--- src/hdl/tcw_pkg.sv ---
package tcw_pkg;

   localparam int DEF_COLUMNS = 80;
   localparam int DEF_ROWS    = 25;
   localparam int OPQ_DEPTH   = 4;

   localparam logic [7:0] CH_NEWLINE = 8'd10;
   localparam logic [7:0] CH_TAB     = 8'd9;
   localparam logic [7:0] CH_RETURN  = 8'd13;
   localparam logic [7:0] CH_SPACE   = 8'h20;

   localparam logic [7:0]  TEXT_COLOR_RESET = 8'h07;
   localparam logic [15:0] BLANK_RESET      = {TEXT_COLOR_RESET, CH_SPACE};

   typedef enum logic [2:0] {
      KIND_PUT_BOTH   = 3'd0,
      KIND_PUT_BACK   = 3'd1,
      KIND_PUT_AT     = 3'd2,
      KIND_SET_CURSOR = 3'd3,
      KIND_CLEAR_ALL  = 3'd4,
      KIND_CLEAR_BACK = 3'd5,
      KIND_FLIP       = 3'd6,
      KIND_READ       = 3'd7
   } kind_type;

   typedef enum logic [2:0] {
      OP_NONE       = 3'd0,
      OP_PUT_BOTH   = 3'd1,
      OP_PUT_BACK   = 3'd2,
      OP_CLEAR_ALL  = 3'd3,
      OP_CLEAR_BACK = 3'd4,
      OP_FLIP       = 3'd5,
      OP_READ       = 3'd6
   } op_code_type;

   typedef struct packed {
      kind_type   kind;
      logic [7:0] char_code;
      logic [7:0] col;
      logic [7:0] row;
   } req_type;

   typedef struct packed {
      logic [6:0]  cursor_col;
      logic [4:0]  cursor_row;
      logic [15:0] cell_data;
      logic        range_error;
   } rsp_type;

   typedef struct packed {
      op_code_type code;
      logic [15:0] cell_word;
      logic [6:0]  cursor_col;
      logic [4:0]  cursor_row;
      logic        range_error;
   } op_type;

endpackage

--- src/hdl/tcw_front.sv ---
module tcw_front import tcw_pkg::*; #(
   parameter int COLUMNS = DEF_COLUMNS,
   parameter int ROWS    = DEF_ROWS
) (
   input  logic                                clock,
   input  logic                                reset,
   input  logic                                csr_wr_en,
   input  logic [7:0]                          csr_wr_data,
   input  logic                                req_push,
   input  req_type                             req_data,
   output logic                                req_full,
   input  logic                                queue_full,
   input  logic                                init_busy,
   output logic                                op_push,
   output op_type                              op_data,
   output logic [$clog2(COLUMNS*ROWS)-1:0]     op_addr
);

   localparam int AW    = $clog2(COLUMNS*ROWS);
   localparam int COL_W = $clog2(COLUMNS);
   localparam int ROW_W = $clog2(ROWS);
   localparam int CW1   = COL_W + 1;
   localparam int RW1   = ROW_W + 1;

   logic [7:0]       text_color_ff;
   logic [COL_W-1:0] col_ff, col_in;
   logic [ROW_W-1:0] row_ff, row_in;

   logic             accept;
   logic [CW1-1:0]   tab_sum;
   logic [CW1-1:0]   put_col;
   logic [RW1-1:0]   put_row;
   logic             put_print;
   logic [COL_W-1:0] set_col;
   logic [ROW_W-1:0] set_row;
   logic             on_screen;
   logic             use_cursor;
   logic [AW-1:0]    addr_row;
   logic [AW-1:0]    addr_col;
   logic [COL_W-1:0] next_col;
   logic [ROW_W-1:0] next_row;
   op_code_type      code;
   logic             err;
   logic [7:0]       cell_char;

   assign req_full = queue_full | init_busy;
   assign accept   = req_push & ~req_full;

   // Cursor motion for a put at the cursor; a column past the edge wraps to the next row.
   always_comb begin
      tab_sum   = {1'b0, col_ff} + CW1'(8);
      put_print = 1'b0;
      put_row   = {1'b0, row_ff};
      case (req_data.char_code)
         CH_NEWLINE: begin
            put_col = '0;
            put_row = {1'b0, row_ff} + RW1'(1);
         end
         CH_TAB: begin
            put_col = {tab_sum[COL_W:3], 3'b000};
         end
         CH_RETURN: begin
            put_col = '0;
         end
         default: begin
            put_col   = {1'b0, col_ff} + CW1'(1);
            put_print = 1'b1;
         end
      endcase
      if (put_col >= CW1'(COLUMNS)) begin
         put_col = '0;
         put_row = put_row + RW1'(1);
      end
      if (put_row >= RW1'(ROWS)) begin
         put_row = '0;
      end
   end

   always_comb begin
      set_col = ({1'b0, req_data.col} >= 9'(COLUMNS)) ? COL_W'(COLUMNS - 1)
                                                       : COL_W'(req_data.col);
      set_row = ({1'b0, req_data.row} >= 9'(ROWS)) ? ROW_W'(ROWS - 1)
                                                    : ROW_W'(req_data.row);
      on_screen = ({1'b0, req_data.col} < 9'(COLUMNS)) &&
                  ({1'b0, req_data.row} < 9'(ROWS));
   end

   always_comb begin
      next_col   = col_ff;
      next_row   = row_ff;
      code       = OP_NONE;
      err        = 1'b0;
      use_cursor = 1'b0;
      cell_char  = req_data.char_code;
      case (req_data.kind)
         KIND_PUT_BOTH, KIND_PUT_BACK: begin
            next_col   = COL_W'(put_col);
            next_row   = ROW_W'(put_row);
            use_cursor = 1'b1;
            if (put_print) begin
               code = (req_data.kind == KIND_PUT_BOTH) ? OP_PUT_BOTH : OP_PUT_BACK;
            end
         end
         KIND_PUT_AT: begin
            if (on_screen) begin
               code = OP_PUT_BOTH;
            end else begin
               err = 1'b1;
            end
         end
         KIND_SET_CURSOR: begin
            next_col = set_col;
            next_row = set_row;
         end
         KIND_CLEAR_ALL, KIND_CLEAR_BACK: begin
            next_col  = '0;
            next_row  = '0;
            cell_char = CH_SPACE;
            code = (req_data.kind == KIND_CLEAR_ALL) ? OP_CLEAR_ALL : OP_CLEAR_BACK;
         end
         KIND_FLIP: begin
            code = OP_FLIP;
         end
         KIND_READ: begin
            if (on_screen) begin
               code = OP_READ;
            end else begin
               err = 1'b1;
            end
         end
         default: begin
            code = OP_NONE;
         end
      endcase
   end

   // Off-screen coordinates truncate here, but no store access is issued for them.
   assign addr_row = use_cursor ? AW'(row_ff) : AW'(req_data.row);
   assign addr_col = use_cursor ? AW'(col_ff) : AW'(req_data.col);
   assign op_addr  = addr_row * AW'(COLUMNS) + addr_col;

   assign op_push             = accept;
   assign op_data.code        = code;
   assign op_data.cell_word   = {text_color_ff, cell_char};
   assign op_data.cursor_col  = 7'(next_col);
   assign op_data.cursor_row  = 5'(next_row);
   assign op_data.range_error = err;

   assign col_in = accept ? next_col : col_ff;
   assign row_in = accept ? next_row : row_ff;

   always_ff @(posedge clock) begin
      if (reset) begin
         text_color_ff <= TEXT_COLOR_RESET;
         col_ff        <= '0;
         row_ff        <= '0;
      end else begin
         if (csr_wr_en) begin
            text_color_ff <= csr_wr_data;
         end
         col_ff <= col_in;
         row_ff <= row_in;
      end
   end

endmodule

--- config.mk ---
export PLATFORM = sky130hd
export DESIGN_NAME = tcw_front
export DESIGN_NICKNAME = d
export VERILOG_FILES = /design/src/hdl/tcw_pkg.sv /design/src/hdl/tcw_front.sv
export SDC_FILE = /design/constraint.sdc
export NUM_CORES = 1
export LEC_CHECK = 0
export ABC_CLOCK_PERIOD_IN_PS = 4090
export BUFFER_PORTS_ARGS = -buffer_cell sky130_fd_sc_hd__buf_2
export CORE_MARGIN = 5
export CORE_UTILIZATION = 40
export CTS_BUF_LIST = sky130_fd_sc_hd__clkbuf_16
export DETAILED_ROUTE_END_ITERATION = 8
export PLACE_DENSITY = 0.66
export REMOVE_ABC_BUFFERS = 1
export SYNTH_ARGS = -nofsm -noshare
export SYNTH_HDL_FRONTEND = slang
export SYNTH_SLANG_ARGS = --single-unit
--- constraint.sdc ---
create_clock -name clock -period 4.09 [get_ports clock]
set_input_delay 0 -clock clock [delete_from_list [all_inputs] [get_ports clock]]
set_output_delay 0 -clock clock [all_outputs]
set_load 0.02 [all_outputs]
After elaboration in Yosys (flattened, before gate mapping)
Index checks and enable logic that the tools add are counted.
{"block": "totals", "regBits": 20, "inputBits": 41, "output_inout_bits": 45, "elab_cells": 56}
{"block": "classes", "add_sub_neg": 5, "multipliers": 1, "n_lt_le_gt_ge": 6, "eq_ne": 10, "mux": 21, "bitwise_logic": 3, "n_reduce_logical": 7}
{"operator": "$eq A8 B4 Y1 const B", "n": 3}
{"operator": "$mux W8", "n": 3}
{"operator": "$pmux W7 S3", "n": 1}
{"operator": "$ge A8 B7 Y1 const B", "n": 2}
{"operator": "$pmux W8 S2", "n": 1}
{"operator": "$pmux W3 S5", "n": 1}
{"operator": "$pmux W5 S3", "n": 1}
{"operator": "$mux W7", "n": 2}
{"operator": "$eq A3 B3 Y1 const B", "n": 4}
{"operator": "$mux W6", "n": 2}
{"operator": "$add A11 B8 Y11", "n": 1}
{"operator": "$mux W5", "n": 2}
{"operator": "$add A7 B1 Y8 const B", "n": 1}
{"operator": "$add A7 B4 Y8 const B", "n": 1}
{"operator": "$ge A8 B5 Y1 const B", "n": 1}
{"operator": "$lt A8 B5 Y1 const B", "n": 1}
{"operator": "$lt A8 B7 Y1 const B", "n": 1}
{"operator": "$mul A8 B3 Y7 const B", "n": 1}
{"operator": "$reduce_or A2 Y1", "n": 4}
{"operator": "$add A5 B1 Y6 const B", "n": 1}
{"operator": "$add A6 B1 Y6 const B", "n": 1}
{"operator": "$eq A3 B2 Y1 const B", "n": 2}
{"operator": "$ge A6 B5 Y1 const B", "n": 1}
{"operator": "$mux W3", "n": 2}
{"operator": "9 further kinds", "n": 13}

Logic depth before layout (Yosys ltp)
{"block": "logic_depth", "word_depth": 8, "depth_mapped": 17, "depth_no_buf": 14}

Worst setup path after synthesis
OpenSTA, ideal clock, no wires.
{"block": "synth_timing", "kind": "input -> output", "from": "in req_data[26] (netlist bit)", "to": "out op_addr[10]", "arrival_ps": 3146, "t_required_ps": 4090, "setup_slack_ps": 944, "cell_stages": 16, "path_buffers": 3, "path_cell_list": "clkbuf_1 -> or2_2 -> clkbuf_1 -> clkbuf_1 -> nand2_1 -> nand2_1 -> ha_1 -> ha_1 -> ha_1 -> o21ai_0 -> nand2b_1 -> nand2_1 -> a21o_1 -> a221oi_1 -> o21ai_0 -> xnor2_1"}
{"block": "synth_between", "elab_chain_cells": 6, "word_cells_on_any_way": 8, "cone_classes": "add/sub: 1; mul: 1; eq/ne: 1; mux: 3; reduce/logical: 2"}
{"item": "from (decl)", "line_no": "tcw_front.sv:10", "source": "input req_type req_data,"}
{"item": "$eq A3 B1 Y1 / $logic_not A3 Y1 (equally long branches)", "line_no": "tcw_front.sv:95", "source": "case (req_data.kind)"}
{"item": "$reduce_or A2 Y1 (*)", "line_no": "tcw_front.sv:95"}
{"item": "$mux W1 (*)", "line_no": "tcw_front.sv:95"}
{"item": "$mux W8", "line_no": "tcw_front.sv:138", "source": "assign addr_row = use_cursor ? AW'(row_ff) : AW'(req_data.row);"}
{"item": "$mul A8 B3 Y7", "line_no": "tcw_front.sv:140", "source": "assign op_addr = addr_row * AW'(COLUMNS) + addr_col;"}
{"item": "$add A11 B8 Y11 (*)", "line_no": "tcw_front.sv:140"}
{"item": "to (decl)", "line_no": "tcw_front.sv:16", "source": "output logic [$clog2(COLUMNS*ROWS)-1:0] op_addr"}
Mark *: on every way between the ends. The rest lies on a longest branch, timed or not.

==> flow_metrics.py <==
metrics = {
    "outcome": {
        "status": "finished with violations",
        "violations": "negative hold slack",
    },
    "timing": {
        "hold_ws_ns": -0.00537,
        "final-max-slew-violation-count": 0,
        "worst_pin_slew_ns": 0.718,
        "skew_ns": 0.00253,
        "setup_viol": 0,
        "period_share_pct": 78.8,
        "max_freq_mhz": 310,
        "relSlewSlack_pct": 52.0,
        "setup_slack_ns": 0.869,
        "rsz0062_at_grt": "false",
        "tns_ns": 0,
        "finalCriticalPeriod_ns": 3.22,
        "hold_violations": 1,
    },
    "floorplanning": {
        "die_h_um": 88.2,
        "num_rows": 28,
        "die_w_um": 88.2,
        "dieArea_sq_mm": 0.00778,
        "start_util_pct": 41.3,
        "ios": 86,
        "coreArea_sq_mm": 0.00592,
    },
    "setup_path": {
        "cp_slowest_cell": "or4_4",
        "worst-path-stages": 15,
        "crit_path_end_kind": "primary output",
        "critPathBufInv": 4,
        "crit_family": "simple AND/OR/NAND/NOR gates",
        "cp.required_ns": 4.09,
        "path_max_fanout": 6,
        "r2r_start": "row_ff[0]$_SDFFE_PP0P_",
        "worst_r2r_path_depth": 11,
        "start_kind": "input port",
        "cp_data_arrival_time_ns": 3.22,
        "worst_path_largest_cell_delay_ns": 0.56,
        "worstSetupPathType": "input port to primary output",
        "cp-endpoint": "op_data[1]",
        "rr_endpoint": "row_ff[1]$_SDFFE_PP0P_",
        "crit_chain": "buf_2 -> or4_4 -> nor2_2 -> xnor2_1 -> inv_1 -> ha_1 -> nand2_1 -> mux2_4 -> nor4_1 -> o22ai_1 -> o31ai_1 -> a21oi_1 -> a222oi_1 -> inv_1 -> buf_2",
        "reg2reg_slack_ns": 1.22,
        "crit_start": "req_data[16]",
    },
    "logic_synthesis": {
        "synth_edf_count": 0,
        "ys_warn_count": 0,
        "synth_xor_area_share_pct": 7.46,
        "ys_async_sr_fraction_pct": 0,
        "yosys.area_share.simple_pct": 34.2,
        "syn-cell-area_sq_mm": 0.00245,
        "synth_common_cells": "nand2_1, nor2_1, a21oi_1, dfxtp_1, ha_1",
        "ys_seq_area_share_pct": 16.4,
        "ys.flop_type": "dfxtp_1",
        "synthTopCellsByArea": "dfxtp_1, nand2_1, ha_1, nor2_1, xnor2_1",
        "yosys.area.top_type_share_pct": 16.4,
        "ys_seq_elements": 20,
        "postSynthCellCount": 350,
        "synth_top_family_by_area": "simple AND/OR/NAND/NOR gates",
        "synth.avg_cell_area_sq_um": 6.99,
        "synth-compound-area-share_pct": 24.4,
        "synth_top_cell_by_area": "dfxtp_1",
        "synth.most_common_cell": "nand2_1",
        "synth.area.mux_share_pct": 3.53,
        "synthAdderAreaFrac_pct": 9.30,
        "synth_cell_types": 63,
    },
    "drt": {
        "wirelength_um": 7920,
        "drc": 0,
        "dr.pass1.iters": 5,
        "num_vias": 2891,
        "drt_iter0_markers": 199,
        "postRouteAntennaNets": 0,
        "routed_via_density": 5.71,
        "routedWlPerCell_um": 15.6,
    },
    "global_route": {
        "grt_overflow_total": 0,
        "antenna_found_initial": 0,
        "grt_pass1_vias": 2726,
        "grt_max_degree": 21,
        "grt_use_total_pct": 20.0,
        "grt_pass1_wl_um": 12600,
    },
    "power": {
        "ir_drop_mv": 0.243,
        "p_per_area_mw_per_mm2": 242,
        "leakage_uw": 0.00140,
    },
    "layout": {
        "nNetsFinal": 490,
        "final_util_pct": 51.6,
        "finish.instance_area_sq_mm": 0.00305,
        "fill_cells": 626,
        "area.sequential_sq_um": 400,
        "multi_input_area_sq_mm": 0.00193,
        "syn2layout_area_growth_pct": 24.7,
        "drive_above_1_share_pct": 25.1,
        "antenna_cells": 0,
    },
    "run": {
        "maxCapViolations": 0,
    },
    "hold_path": {
        "hp-class": "input port to flip-flop",
    },
    "place": {
        "place_ws_ns": 0.926,
        "place_area_sq_mm": 0.00291,
        "gp_congestion": 0.857,
        "dp_hpwl_um": 6150,
        "io_buffers": 85,
    },
    "clocking": {
        "root_buffer": "clkbuf_16",
        "cts.sinks": 20,
        "clk_pin_slew_worst_paths_ns": 0.05,
        "htreeDepth": 1,
        "clock_latency_ns": 0.25,
        "cts_made_buffers": 3,
        "cts_tree": "built",
        "clock_path_buffers": 2,
        "cts_resized": 0,
        "post-cts-setup-buffer-count": 0,
        "cts_hold_buf": 6,
    },
}
[worst min-delay path, cell delays in order]
cell     delay [ns]
buf_2          0.08
mux2i_1        0.06
nor2_1         0.08
[placed cells by master, fill, tap and decap left out, drive strengths merged, types with 8 or more instances in the layout]
master,instances
dfxtp,20
ha,15
nor2,39
buf,87
nand2b,8
nand2,63
and2,10
o21ai,14
inv,13
nand3,12
nor2b,10
a21oi,21
xnor2,15
[logic make-up after synthesis]
| family | count (synthesis) |
|---|---|
| XOR/XNOR | 20 |
| multiplexers | 8 |
| AND/OR/NAND/NOR | 170 |
| flip-flops | 20 |
| buffers and inverters | 29 |
| AO/OA/AOI/OAI | 86 |
| adder cells (fa/ha/maj) | 17 |
[how the worst min path moves through the flow]
stage | start | endpoint | slack [ns] | depth (start not counted)
after CTS | csr_wr_data[6] | text_color_ff[6]$_SDFFE_PP0P_ | 0.0005 | 3
after floorplan | reset | row_ff[1]$_SDFFE_PP0P_ | 0.07 | 1
final | csr_wr_data[5] | text_color_ff[5]$_SDFFE_PP0P_ | -0.005 | 3
after global placement | csr_wr_data[0] | text_color_ff[0]$_SDFFE_PP1P_ | 0.20 | 2
after global routing | csr_wr_data[5] | text_color_ff[5]$_SDFFE_PP0P_ | 0.01 | 3
after detailed placement | csr_wr_data[0] | text_color_ff[0]$_SDFFE_PP1P_ | 0.21 | 2
[per-stage QoR]
| step | instances | total power, uW |
|---|---|---|
| global route | 506 | 784 |
| global placement | 496 | 532 |
| finish | 506 | 739 |
| floorplan | 334 | 421 |
| detailed placement | 496 | 535 |
| CTS | 506 | 745 |
[state kept, by name, summed over array words and instances, names as in the netlist]
signal	count
col_ff	7
row_ff	5
text_color_ff	8
[layout make-up]
cell class	instances	area share [%]
multi-input combinational	301	63.2
clock inverter	1	0.123
inverter	13	1.60
sequential	20	13.1
timing repair buffer	93	16.4
clock buffer	3	2.46
tap	75	3.07
[power breakdown]
group | total, uW | leakage (uW) | switching [uW] | internal (uW)
logic | 322 | 0.00120 | 197 | 125
clock network | 202 | 0.0000385 | 71.5 | 130
registers | 215 | 0.000164 | 11.1 | 204
total | 739 | 0.00140 | 280 | 459
[layer usage]
metal / wire, um / up-vias / global-route usage, %
li1: - / 1405 / -
met1: 3490 / 1369 / 26.1
met2: 3880 / 107 / 34.7
met3: 437 / 10 / 3.07
met4: 110 / 0 / 4.67
met5: 0 / - / 0
Note: power is estimated with default switching activity, not from simulation.
