[src/hdl/tcw_pkg.sv]
package tcw_pkg;

   localparam int DEF_COLUMNS = 80;
   localparam int DEF_ROWS    = 25;
   localparam int OPQ_DEPTH   = 4;

   localparam logic [7:0] CH_NEWLINE = 8'd10;
   localparam logic [7:0] CH_TAB     = 8'd9;
   localparam logic [7:0] CH_RETURN  = 8'd13;
   localparam logic [7:0] CH_SPACE   = 8'h20;

   localparam logic [7:0]  TEXT_COLOR_RESET = 8'h07;
   localparam logic [15:0] BLANK_RESET      = {TEXT_COLOR_RESET, CH_SPACE};

   typedef enum logic [2:0] {
      KIND_PUT_BOTH   = 3'd0,
      KIND_PUT_BACK   = 3'd1,
      KIND_PUT_AT     = 3'd2,
      KIND_SET_CURSOR = 3'd3,
      KIND_CLEAR_ALL  = 3'd4,
      KIND_CLEAR_BACK = 3'd5,
      KIND_FLIP       = 3'd6,
      KIND_READ       = 3'd7
   } kind_type;

   typedef enum logic [2:0] {
      OP_NONE       = 3'd0,
      OP_PUT_BOTH   = 3'd1,
      OP_PUT_BACK   = 3'd2,
      OP_CLEAR_ALL  = 3'd3,
      OP_CLEAR_BACK = 3'd4,
      OP_FLIP       = 3'd5,
      OP_READ       = 3'd6
   } op_code_type;

   typedef struct packed {
      kind_type   kind;
      logic [7:0] char_code;
      logic [7:0] col;
      logic [7:0] row;
   } req_type;

   typedef struct packed {
      logic [6:0]  cursor_col;
      logic [4:0]  cursor_row;
      logic [15:0] cell_data;
      logic        range_error;
   } rsp_type;

   typedef struct packed {
      op_code_type code;
      logic [15:0] cell_word;
      logic [6:0]  cursor_col;
      logic [4:0]  cursor_row;
      logic        range_error;
   } op_type;

endpackage

[src/hdl/tcw_opq.sv]
module tcw_opq import tcw_pkg::*; #(
   parameter int WIDTH = 32,
   parameter int DEPTH = OPQ_DEPTH
) (
   input  logic             clock,
   input  logic             reset,
   input  logic             push,
   input  logic [WIDTH-1:0] push_data,
   output logic             full,
   input  logic             pop,
   output logic [WIDTH-1:0] pop_data,
   output logic             empty
);

   localparam int PW = $clog2(DEPTH);
   localparam int CW = $clog2(DEPTH + 1);

   logic [WIDTH-1:0] entry_ff [DEPTH];
   logic [PW-1:0]    wr_ptr_ff, wr_ptr_in;
   logic [PW-1:0]    rd_ptr_ff, rd_ptr_in;
   logic [CW-1:0]    count_ff, count_in;
   logic             do_push;
   logic             do_pop;

   assign full     = (count_ff == CW'(DEPTH));
   assign empty    = (count_ff == '0);
   assign pop_data = entry_ff[rd_ptr_ff];
   assign do_push  = push & ~full;
   assign do_pop   = pop & ~empty;

   always_comb begin
      wr_ptr_in = wr_ptr_ff;
      rd_ptr_in = rd_ptr_ff;
      count_in  = count_ff;
      if (do_push) begin
         wr_ptr_in = (wr_ptr_ff == PW'(DEPTH - 1)) ? '0 : wr_ptr_ff + PW'(1);
      end
      if (do_pop) begin
         rd_ptr_in = (rd_ptr_ff == PW'(DEPTH - 1)) ? '0 : rd_ptr_ff + PW'(1);
      end
      if (do_push && !do_pop) begin
         count_in = count_ff + CW'(1);
      end else if (do_pop && !do_push) begin
         count_in = count_ff - CW'(1);
      end
   end

   always_ff @(posedge clock) begin
      if (do_push) begin
         entry_ff[wr_ptr_ff] <= push_data;
      end
   end

   always_ff @(posedge clock) begin
      if (reset) begin
         wr_ptr_ff <= '0;
         rd_ptr_ff <= '0;
         count_ff  <= '0;
      end else begin
         wr_ptr_ff <= wr_ptr_in;
         rd_ptr_ff <= rd_ptr_in;
         count_ff  <= count_in;
      end
   end

endmodule

[config.mk]
export PLATFORM = sky130hd
export DESIGN_NAME = tcw_opq
export DESIGN_NICKNAME = d
export VERILOG_FILES = /design/src/hdl/tcw_pkg.sv /design/src/hdl/tcw_opq.sv
export SDC_FILE = /design/constraint.sdc
export NUM_CORES = 1
export LEC_CHECK = 0
export BUFFER_PORTS_ARGS = -buffer_cell sky130_fd_sc_hd__buf_2
export CORE_ASPECT_RATIO = 0.75
export CORE_MARGIN = 2
export CORE_UTILIZATION = 35
export CTS_CLUSTER_DIAMETER = 120
export DETAILED_ROUTE_END_ITERATION = 10
export GPL_ROUTABILITY_DRIVEN = 0
export SKIP_LAST_GASP = 1
export SLEW_MARGIN = 10
export SYNTH_ARGS = -nofsm -noshare
export SYNTH_HDL_FRONTEND = slang
export SYNTH_SLANG_ARGS = --single-unit
[constraint.sdc]
create_clock -name clock -period 6.4 [get_ports clock]
set_clock_uncertainty 0.05 [all_clocks]
set_input_delay 1.28 -clock clock [delete_from_list [all_inputs] [get_ports clock]]
set_output_delay 1.28 -clock clock [all_outputs]
set_load 0.01 [all_outputs]
Word level (Yosys, flattened, before mapping)
Memories as Yosys holds them, arrays and structs flattened. A register that Yosys moved wholly into a read port is not among the register bits.
Index checks and enable logic that the tools add are counted.
Cells by class
  add/sub/neg operators: 4
  equality and inequality tests: 3
  mux-type cells: 8
  bitwise operators: 4
  reduce and logical (&&, ||, !) cells: 6
Operators with widths (number)
  two-way mux 2 bit: 4
  two-way mux 3 bit: 2
  adder 2 x 1 -> 2 bit, second input constant: 2
  equality test 2 bit, second input constant: 2
  adder 3 x 1 -> 3 bit, second input constant: 1
  equality test 3 bit, second input constant: 1
  logical NOT 3 bit: 1
  subtractor 3 x 1 -> 3 bit, second input constant: 1
  AND 1 bit: 2
  logical AND 1 bit: 2
  logical NOT 1 bit: 2
  two-way mux 1 bit: 2
  NOT 1 bit: 2
  nonzero test 2 bit: 1
Word-level totals
  register bits after elaboration: 7
  RAM bits: 128
  bits of input ports: 36
  word-level logic and storage cells: 29
  memories kept: 1
Memories
  entry_ff: words 4, width 32, read ports 1, clocked after Yosys merged registers in 1, wr ports 1, line tcw_opq.sv:18  | logic [WIDTH-1:0] entry_ff [DEPTH];

Depth between registers and ports, before layout
Gate-level depths: netlist of run 1.
  depth in word-level cells: 7
  mapped depth: 10
  mapped depth without buffers: 9

Worst setup path before layout of run 1
OpenSTA, ideal clock, no wires.
  kind: input-to-reg
  from: input push
  to: register count_ff[2]
  arrival: 2732 ps
  slack: 3548 ps
  stages: 8
  buffers on the path: 0
  cell sequence: inv_1 nor2_2 ha_1 inv_1 fa_1 xor2_1 or3_2 a21oi_1
On the way
  longest elaborated chain between the ends: 4
  elaborated cells between the ends (all ways): 6
  classes of those cells: mux (1); bitwise (1); reduce/logical (4)
Ends and longest elaborated chain
  from (decl): line tcw_opq.sv:7  | input logic push,
  AND 1 bit (*): line tcw_opq.sv:28  | assign do_push = push & ~full;
  via do_push: line tcw_opq.sv:22  | logic do_push;
  logical NOT 1 bit: line tcw_opq.sv:43  | end else if (do_pop && !do_push) begin
  logical AND 1 bit: line tcw_opq.sv:43
  nonzero test 2 bit (no line)
  to (signal assigned): line tcw_opq.sv:62  | count_ff <= count_in;
  to (decl): line tcw_opq.sv:21  | logic [CW-1:0] count_ff, count_in;
The timed path passes the listed nets; every way through them passes the cells marked *.
A chain may end at the register's enable or synchronous reset.

==> flow_summary.ini, run 1 <==
[outcome]
status = finished, final reports clean

[critical_path]
r2r_start = count_ff[0]$_SDFFE_PP0P_
end_kind = output pin
critPathRequiredTime_ns = 5.07
cp-start-kind = flip-flop
worst-path-max-fanout = 27
rrSetupSlack_ns = 3.97
worstPathArrival_ns = 2.17
worst-r2r-cell-count = 9
path_class = flip-flop to output pin
r2r_end = count_ff[2]$_SDFFE_PP0P_

[clocking]
post_cts_buffers = 0
ctsHoldBuffers = 0
htreeDepth = 4
cts_tree = yes
cts_buffer_depth = 2
ctsResizeCount = 0
cts_buffers = 17
clock_sinks = 137
cts.clk_slew.worst_paths_ns = 0.06
clock_latency_ns = 0.41
clock_tree.root_cell = clkbuf_16

[grt]
first_global_vias = 2545
grt_pass1_wl_mm = 14.0
track_usage_pct = 12.8
overflow = 0
antenna_found_initial = 1
grt_max_degree = 33

[routing]
dr.pass1.iters = 6
drc_errors = 0
avgRoutedWirePerCell_microns = 18.0
via_count = 2366
ant_nets = 0
drt_wl_total_mm = 9.18
dr.first_iter.drc_count = 152
routed_via_density = 4.63

[timing]
max_freq_mhz = 286
tightest_slew_ns = 0.905
slew_viol_final = 0
tns_ns = 0
fin_hold_ws_ns = 0.447
slew_headroom_pct = 39.7
min_period_ns = 3.50
hold_violations = 0
rsz0062_at_grt = false
fin_crit_sh_pct = 54.7
setup_violations = 0

[floorplan]
die_h_microns = 109
start_util_pct = 35.5
die_x_microns = 143
core_area_sq_mm = 0.0144
ios = 70
die_area_sq_mm = 0.0156
num_rows = 38

[finish]
finalNetCount = 340
drive_gt1_share_pct = 45.8
layout_common_cells = 128 x edfxtp_1, 69 x buf_2, 32 x mux4_2
regArea_sq_mm = 0.00403
fillers = 1284
final_common_cell = edfxtp_1
multi_input_area_sq_um = 997
syn_to_final_growth_pct = 21.7

[synthesis]
synth.distinct_cells = 27
synth_nets = 260
ys_seq_area_share_pct = 78.9
yosys.area.top_type = edfxtp_1
synth-seq-cells = 137
netlist_area_sq_mm = 0.00510
synthTopCellsByArea = edfxtp_1 75%, mux4_2 14%, dfxtp_1 3.5%
ys.warnings.count = 0
synthCells = 217
netlist.area_leader.share_pct = 75.4
syn_avg_cell_area_sq_um = 23.5

[power]
ir_worst_vdd_mv = 0.171
leakagePower_nw = 2.11
cellPowerDensity_mw_per_mm2 = 404

[place]
hpwl_mm = 5.44
io_buffers = 69

[hold_path]
min_from = rd_ptr_ff[0]$_SDFFE_PP0P_
min_path_type = flip-flop to flip-flop
hold_depth = 2

[flow_run]
maxCapViolCount = 0
synthesized netlist by cell type:
cell type and count:
o21ai_0 1, or3_2 1, xor2_1 2, buf_2 1
buf_6 1, nor3_1 2, dfxtp_1 9, or3_1 1
ha_1 6, mux4_2 32, o31ai_2 2, and3_2 4
edfxtp_1 128, nor2_2 1, buf_4 3, or3b_1 1
mux2i_1 2, buf_1 3, clkbuf_1 1, nand2_1 1
clkinv_4 1, a21oi_1 3, o21ai_1 1, nor2_1 3
fa_1 1, nand3_1 2, inv_1 4
critical path: stages, from the launching register on:
cell and delay [ns]:
dfxtp_2 0.46, buf_4 0.53, mux4_2 0.61, buf_2 0.17
where the power goes:
group          total (mW)  switching (mW)  internal [mW]
Clock               0.897           0.362          0.536
Sequential           1.14          0.0527           1.09
Combinational       0.470           0.240          0.229
Total                2.51           0.655           1.85
area by class of cell:
type,count,area share (%)
timing repair buffer,70,5.69
inverter,5,0.383
clock inverter,14,2.00
antenna,1,0.0403
tap,200,4.03
sequential,137,64.9
multi-input combinational,66,16.1
clock buffer,18,6.92
sequential cells by signal (all words and copies together), names as in the netlist, named ones only:
register,flops
count_ff,3
entry_ff,128
rd_ptr_ff,2
wr_ptr_ff,2
how the worst max path moves through the flow:
| stage | from | to | slack (ns) | depth (start not counted) |
|---|---|---|---|---|
| after detailed placement | flip-flop | pop_data[29] | 3.25 | 3 |
| final | flip-flop | pop_data[24] | 2.90 | 3 |
| after CTS | flip-flop | pop_data[29] | 2.80 | 3 |
| after global routing | flip-flop | pop_data[24] | 2.72 | 3 |
| after global placement | flip-flop | pop_data[24] | 3.27 | 3 |
| after floorplan | push | count_ff[2]$_SDFFE_PP0P_ | 3.55 | 8 |
routing by layer:
layer	routed length, microns	track usage, %	vias to the layer above	share of wire [%]
li1	-	-	1067	-
met5	0	0	-	0
met3	548	5.54	9	6.0
met2	4440	20.3	61	48
met4	86	4.41	0	0.94
met1	4100	15.8	1229	45
cell families after synthesis:
group           count (synthesis)  synth area share [%]
compound gates                  7                 0.981
xor+xnor                        2                 0.344
mux                            34                  14.5
fa+ha+maj                       7                  1.87
flops                         137                  78.9
buf+inv                        14                  1.52
simple gates                   16                  1.84
stage by stage:
stage	total power, mW	setup slack [ns]	utilization [%]	instances	cell area [sq um]
after floorplan	1.47	3.55	-	217	5100
after global placement	1.63	3.27	39.4	478	5650
after detailed placement	1.65	3.25	39.4	478	5650
after CTS	2.55	2.80	43.2	510	6200
after global routing	2.63	2.72	43.2	510	6200
final	2.51	2.90	43.2	511	6210
Power figures use the tool's default switching activity.
==> inputs of run 2 (changes only) <==
==> constraint.sdc (replaced) <==
create_clock -name clock -period 3.1 [get_ports clock]
set_clock_uncertainty 0.05 [all_clocks]
set_input_delay 0.62 -clock clock [delete_from_list [all_inputs] [get_ports clock]]
set_output_delay 0.62 -clock clock [all_outputs]
set_load 0.01 [all_outputs]
==> run 2 against run 1 <==
Compared with the run above: critical path depth unchanged; clock power up 120%; register-to-register slack worse by 3.3 ns; cell count up 1.4%; combinational power up 120%; wire length up 1.3%; largest cell class unchanged.
==> flow_summary.ini, run 2 (same netlist as run 1, synthesis figures left out) <==
[outcome]
status = finished, final reports clean

[floorplan]
num_rows = 38
start_util_pct = 35.5
die_x_microns = 143
die_h_microns = 109
ios = 70
core_area_sq_mm = 0.0144
die_area_sq_mm = 0.0156

[critical_path]
cp-start-kind = flip-flop
cpPeakStageDelay_ns = 0.65
end_kind = output pin
crit_family = flip-flops
cp_num_buf_inv = 2
critPathRequiredTime_ns = 2.43
path_class = flip-flop to output pin
worstPathArrival_ns = 1.91
worst-path-max-fanout = 18
cp_slowest_cell = dfxtp_2
cp_cell_sequence = buf_4 -> mux4_2 -> buf_2

[timing]
max_freq_mhz = 388
slew_viol_final = 0
tightest_slew_ns = 0.929
rsz0062_at_grt = false
tns_ns = 0
finalWorstSetupSlack_ns = 0.520
slew_headroom_pct = 38.1
min_period_ns = 2.58
setup_violations = 0
fin_crit_sh_pct = 83.2
hold_violations = 0

[grt]
first_global_vias = 2495
antenna_found_initial = 0
grt_max_degree = 33
grt_pass1_wl_mm = 13.8
track_usage_pct = 12.7
overflow = 0

[clocking]
htreeDepth = 4
cts_tree = yes
ctsResizeCount = 0
post_cts_buffers = 0
clock_tree.root_cell = clkbuf_16
clock_sinks = 137
ctsHoldBuffers = 0
cts_buffers = 17
cts.clk_slew.worst_paths_ns = 0.06
cts_buffer_depth = 2
clock_latency_ns = 0.40

[flow_run]
maxCapViolCount = 0

[routing]
ant_nets = 0
drt_wl_total_mm = 9.30
avgRoutedWirePerCell_microns = 17.9
routed_via_density = 4.69
via_count = 2429
dr.pass1.iters = 4
dr.first_iter.drc_count = 141
drc_errors = 0

[finish]
top_regs = entry_ff: 128 flops, count_ff: 3 flops
antenna_cells = 0
final_cells = 518
syn_to_final_growth_pct = 23.8
design_area_sq_mm = 0.00631
final_util_pct = 43.9
finalNetCount = 348
drive_gt1_share_pct = 46.9
layout_common_cells = 128 x edfxtp_1, 69 x buf_2, 32 x mux4_2
largest_reg_flops = 128
final_common_cell = edfxtp_1
largest-register = entry_ff

[place]
hpwl_mm = 5.83
dpl_cell_area_sq_mm = 0.00572
dp_slack_ns = 0.620
io_buffers = 69
dp_cells = 486

[power]
leakagePower_nw = 2.17
cellPowerDensity_mw_per_mm2 = 845
ir_worst_vdd_mv = 0.394

[hold_path]
min_path_type = primary input to flip-flop
[run 2: path summary, 6_finish.rpt]
| kind | startpoint | to | slack, ns | cells after the start |
|---|---|---|---|---|
| min | push_data[3] | entry_ff[1][3]$_DFFE_PP_ | 0.37 | 1 |
| max reg2reg | count_ff[0]$_SDFFE_PP0P_ | count_ff[2]$_SDFFE_PP0P_ | 0.65 | 9 |
| min reg2reg | rd_ptr_ff[0]$_SDFFE_PP0P_ | flip-flop | 0.46 | 2 |
| max | flip-flop | pop_data[24] | 0.52 | 3 |
[run 2: final cells by class]
class / count / area, sq um
multi-input combinational: 66 / 997
fill: 1275 / 8050
clock inverter: 12 / 150
timing repair buffer: 78 / 425
inverter: 5 / 23.8
clock buffer: 20 / 437
tap: 200 / 250
sequential: 137 / 4030
[run 2: per-stage QoR]
stage,hold slack [ns],power (mW)
floorplan,0.413,3.03
global placement,0.435,3.39
detailed placement,0.433,3.43
CTS,0.355,5.42
global route,0.353,5.58
finish,0.375,5.33
[run 2: worst reg2reg max path: stages (launching register included)]
cell and delay, ns:
dfxtp_1 0.44, or3b_1 0.30, clkinv_4 0.09, nor2_2 0.12
ha_1 0.19, inv_1 0.06, fa_1 0.38, xor2_1 0.18
or3_2 0.42, a21oi_1 0.15
[run 2: report_power, final]
part	switching [mW]	internal, mW	total, mW
registers	0.0810	2.24	2.32
clock network	0.714	1.26	1.97
logic	0.532	0.501	1.03
total	1.33	4.00	5.33
[run 2: routing by layer]
metal | track usage (%) | wire (microns) | part of all wire (%) | vias to the layer above
li1 | - | - | - | 1084
met1 | 15.5 | 4210 | 45 | 1279
met2 | 20.1 | 4560 | 49 | 57
met3 | 4.92 | 420 | 4.5 | 9
met4 | 5.88 | 102 | 1.1 | 0
met5 | 0 | 0 | 0 | -
==> inputs of run 3 (changes only) <==
--- a/config.mk
+++ b/config.mk
@@ -5,6 +5,7 @@
 export SDC_FILE = /design/constraint.sdc
 export NUM_CORES = 1
 export LEC_CHECK = 0
+export ABC_AREA = 1
 export BUFFER_PORTS_ARGS = -buffer_cell sky130_fd_sc_hd__buf_2
 export CORE_ASPECT_RATIO = 0.75
 export CORE_MARGIN = 2
==> constraint.sdc (replaced) <==
create_clock -name clock -period 2.33 [get_ports clock]
set_clock_uncertainty 0.05 [all_clocks]
set_input_delay 0.466 -clock clock [delete_from_list [all_inputs] [get_ports clock]]
set_output_delay 0.466 -clock clock [all_outputs]
set_load 0.01 [all_outputs]
==> run 3 against run 2 <==
Compared with the run above: die area rose by 3.4%; cell area increased by 2.4%; sequential share of layout area down 1.5 points; wire length is 16% higher; worst setup slack got worse by 0.42 ns; worst hold slack lost 0.20 ns; first-iteration DRC count rose by 120%.
==> flow_summary.ini, run 3 <==
[critical_path]
cp-start-kind = flip-flop
cp_cell_sequence = buf_6 -> o21ai_0 -> o22ai_1 -> buf_2
worst-path-max-fanout = 24
r2r_end = count_ff[2]$_SDFFE_PP0P_
critPathRequiredTime_ns = 1.81
end_kind = output pin
worstPathArrival_ns = 1.71
cpPeakStageDelay_ns = 0.46
rrSetupSlack_ns = 0.44
cp_slowest_cell = dfxtp_2
path_class = flip-flop to output pin
worst-r2r-cell-count = 13
r2r_start = count_ff[0]$_SDFFE_PP0P_

[finish]
drive_gt1_share_pct = 24.6
design_area_sq_mm = 0.00646
final_common_cell = edfxtp_1
antenna_cells = 0
finalNetCount = 506
fillers = 1329
layout_common_cells = 128 x edfxtp_1, 77 x nor2_1, 69 x buf_2
largest-register = entry_ff
top_regs = entry_ff: 128 flops, count_ff: 3 flops
syn_to_final_growth_pct = 22.4
largest_reg_flops = 128

[hold_path]
min_from = reset
min_to = count_ff[0]$_SDFFE_PP0P_
min_path_type = primary input to flip-flop
hold_depth = 2

[synthesis]
synth.most_common_cell = edfxtp_1
synthTopCellsByCount = 128 x edfxtp_1, 81 x nor2_1, 37 x o21ai_0
synthCells = 380
synth_flop_cell = edfxtp_1
syn_avg_cell_area_sq_um = 13.9
async_reset_ff_share_pct = 0
synth_nets = 423
netlist.area_leader.share_pct = 72.8
synthTopCellsByArea = edfxtp_1 73%, nor2_1 5.8%, o22ai_1 3.8%
ys_seq_area_share_pct = 76.2
synth-seq-cells = 137
synth_edf_count = 128
netlist_area_sq_mm = 0.00528
ys.warnings.count = 0
yosys.area.top_type = edfxtp_1
synth.distinct_cells = 21

[routing]
via_count = 3244
ant_nets = 0
avgRoutedWirePerCell_microns = 15.9
routed_via_density = 4.81
drc_errors = 0
dr.pass1.iters = 4
dr.first_iter.drc_count = 312
drt_wl_total_mm = 10.8

[timing]
max_freq_mhz = 449
hold_violations = 0
slew_viol_final = 0
setup_violations = 0
tightest_slew_ns = 0.368
slew_headroom_pct = 75.5
fin_crit_sh_pct = 95.7
finalWorstSetupSlack_ns = 0.101
min_period_ns = 2.23
rsz0062_at_grt = false

[grt]
track_usage_pct = 14.2
antenna_found_initial = 1
grt_max_degree = 65
first_global_vias = 3217
grt_pass1_wl_mm = 17.1
overflow = 0

[power]
p_comb_share_pct = 26.2
cellPowerDensity_mw_per_mm2 = 1210
leakagePower_nw = 2.34
ir_worst_vdd_mv = 0.657
p_switching_mw = 2.40
p_seq_share_pct = 40.0
switching_share_pct = 30.7
clkPwrFrac_pct = 33.8
intPower_mw = 5.40

[place]
io_buffers = 69
dp_slack_ns = 0.452
dpl_cell_area_sq_mm = 0.00587
hpwl_mm = 6.74

[clocking]
clock_tree.root_cell = clkbuf_16
clock_sinks = 137
post_cts_buffers = 0
cts.clk_slew.worst_paths_ns = 0.05
cts_buffer_depth = 2
cts_tree = yes
clock_latency_ns = 0.40
cts_buffers = 17
htreeDepth = 4

[floorplan]
ios = 70
num_rows = 38
die_h_microns = 110
core_area_sq_mm = 0.0146
die_x_microns = 146
start_util_pct = 36.2
die_area_sq_mm = 0.0161

[outcome]
status = finished, final reports clean

[flow_run]
maxCapViolCount = 0
[run 3: worst max path at each step]
stage	depth (start not counted)	to	from	slack (ns)
5_1_grt	4	pop_data[22]	flip-flop	0.03
2_1_floorplan	4	entry_ff[0][0]$_DFFE_PP_	count_ff[0]$_SDFFE_PP0P_	-0.19
3_5_place_dp	13	count_ff[2]$_SDFFE_PP0P_	count_ff[0]$_SDFFE_PP0P_	0.45
4_1_cts	4	pop_data[22]	flip-flop	0.04
6_report	4	pop_data[22]	flip-flop	0.10
3_3_place_gp	4	pop_data[5]	flip-flop	0.53
[run 3: area by class of cell]
cell class | instances | area, sq um | area share [%]
clock inverter | 13 | 154 | 2.38
timing repair buffer | 83 | 470 | 7.28
clock buffer | 18 | 429 | 6.64
sequential | 137 | 4030 | 62.3
inverter | 18 | 77.6 | 1.20
multi-input combinational | 206 | 1050 | 16.3
tap | 200 | 250 | 3.87
[run 3: logic make-up (layout without fill, tap and decap cells)]
logic type                 count (synthesis)  count (layout)  synth area share, %
and+or+nand+nor                           99              99                 7.25
adders and majority gates                  7               7                 1.80
AOI/OAI and AO/OA                         99              99                 10.1
buffers and inverters                     37             132                 4.41
DFF                                      137             137                 76.2
xor gates and xnor gates                   1               1                0.166
[run 3: worst max-delay path: cells and delay by family (launching register included)]
family                 cells  cell delay (ns)
DFF                        1             0.46
buffers and inverters      2             0.43
AOI/OAI and AO/OA          2             0.41
[run 3: power by group through the flow]
stage	clock network, mW	logic [mW]	registers (mW)
global route	2.80	2.30	3.15
floorplan	0	1.35	3.14
CTS	2.68	2.08	3.12
finish	2.63	2.05	3.12
global placement	0	2.04	3.15
detailed placement	0	2.07	3.17
[run 3: through the flow]
step	total power [mW]	setup TNS [ns]	util [%]	hold WS (ns)	std cells
final	7.80	0	44.2	0.178	675
after global routing	8.25	0	44.2	0.178	675
after CTS	7.88	0	44.2	0.166	675
after detailed placement	5.24	0	40.2	0.474	644
after global placement	5.19	0	40.2	0.461	644
after floorplan	4.49	-24.26	-	0.433	380
[run 3: repair_timing]
item | 4_1_cts | 5_1_grt
hold buffers | 0 | 0
setup endpoints to repair | 0 | 3
resized for setup | 0 | 4
[run 3: metal layers]
layer | GRT usage (%) | share of wire (%) | vias to the layer above | routed length, microns
met1 | 19.0 | 44 | 1555 | 4780
met5 | 0 | 0.11 | - | 12
li1 | - | - | 1562 | -
met2 | 21.8 | 47 | 115 | 5010
met3 | 4.86 | 8.1 | 10 | 867
met4 | 5.25 | 0.73 | 2 | 79
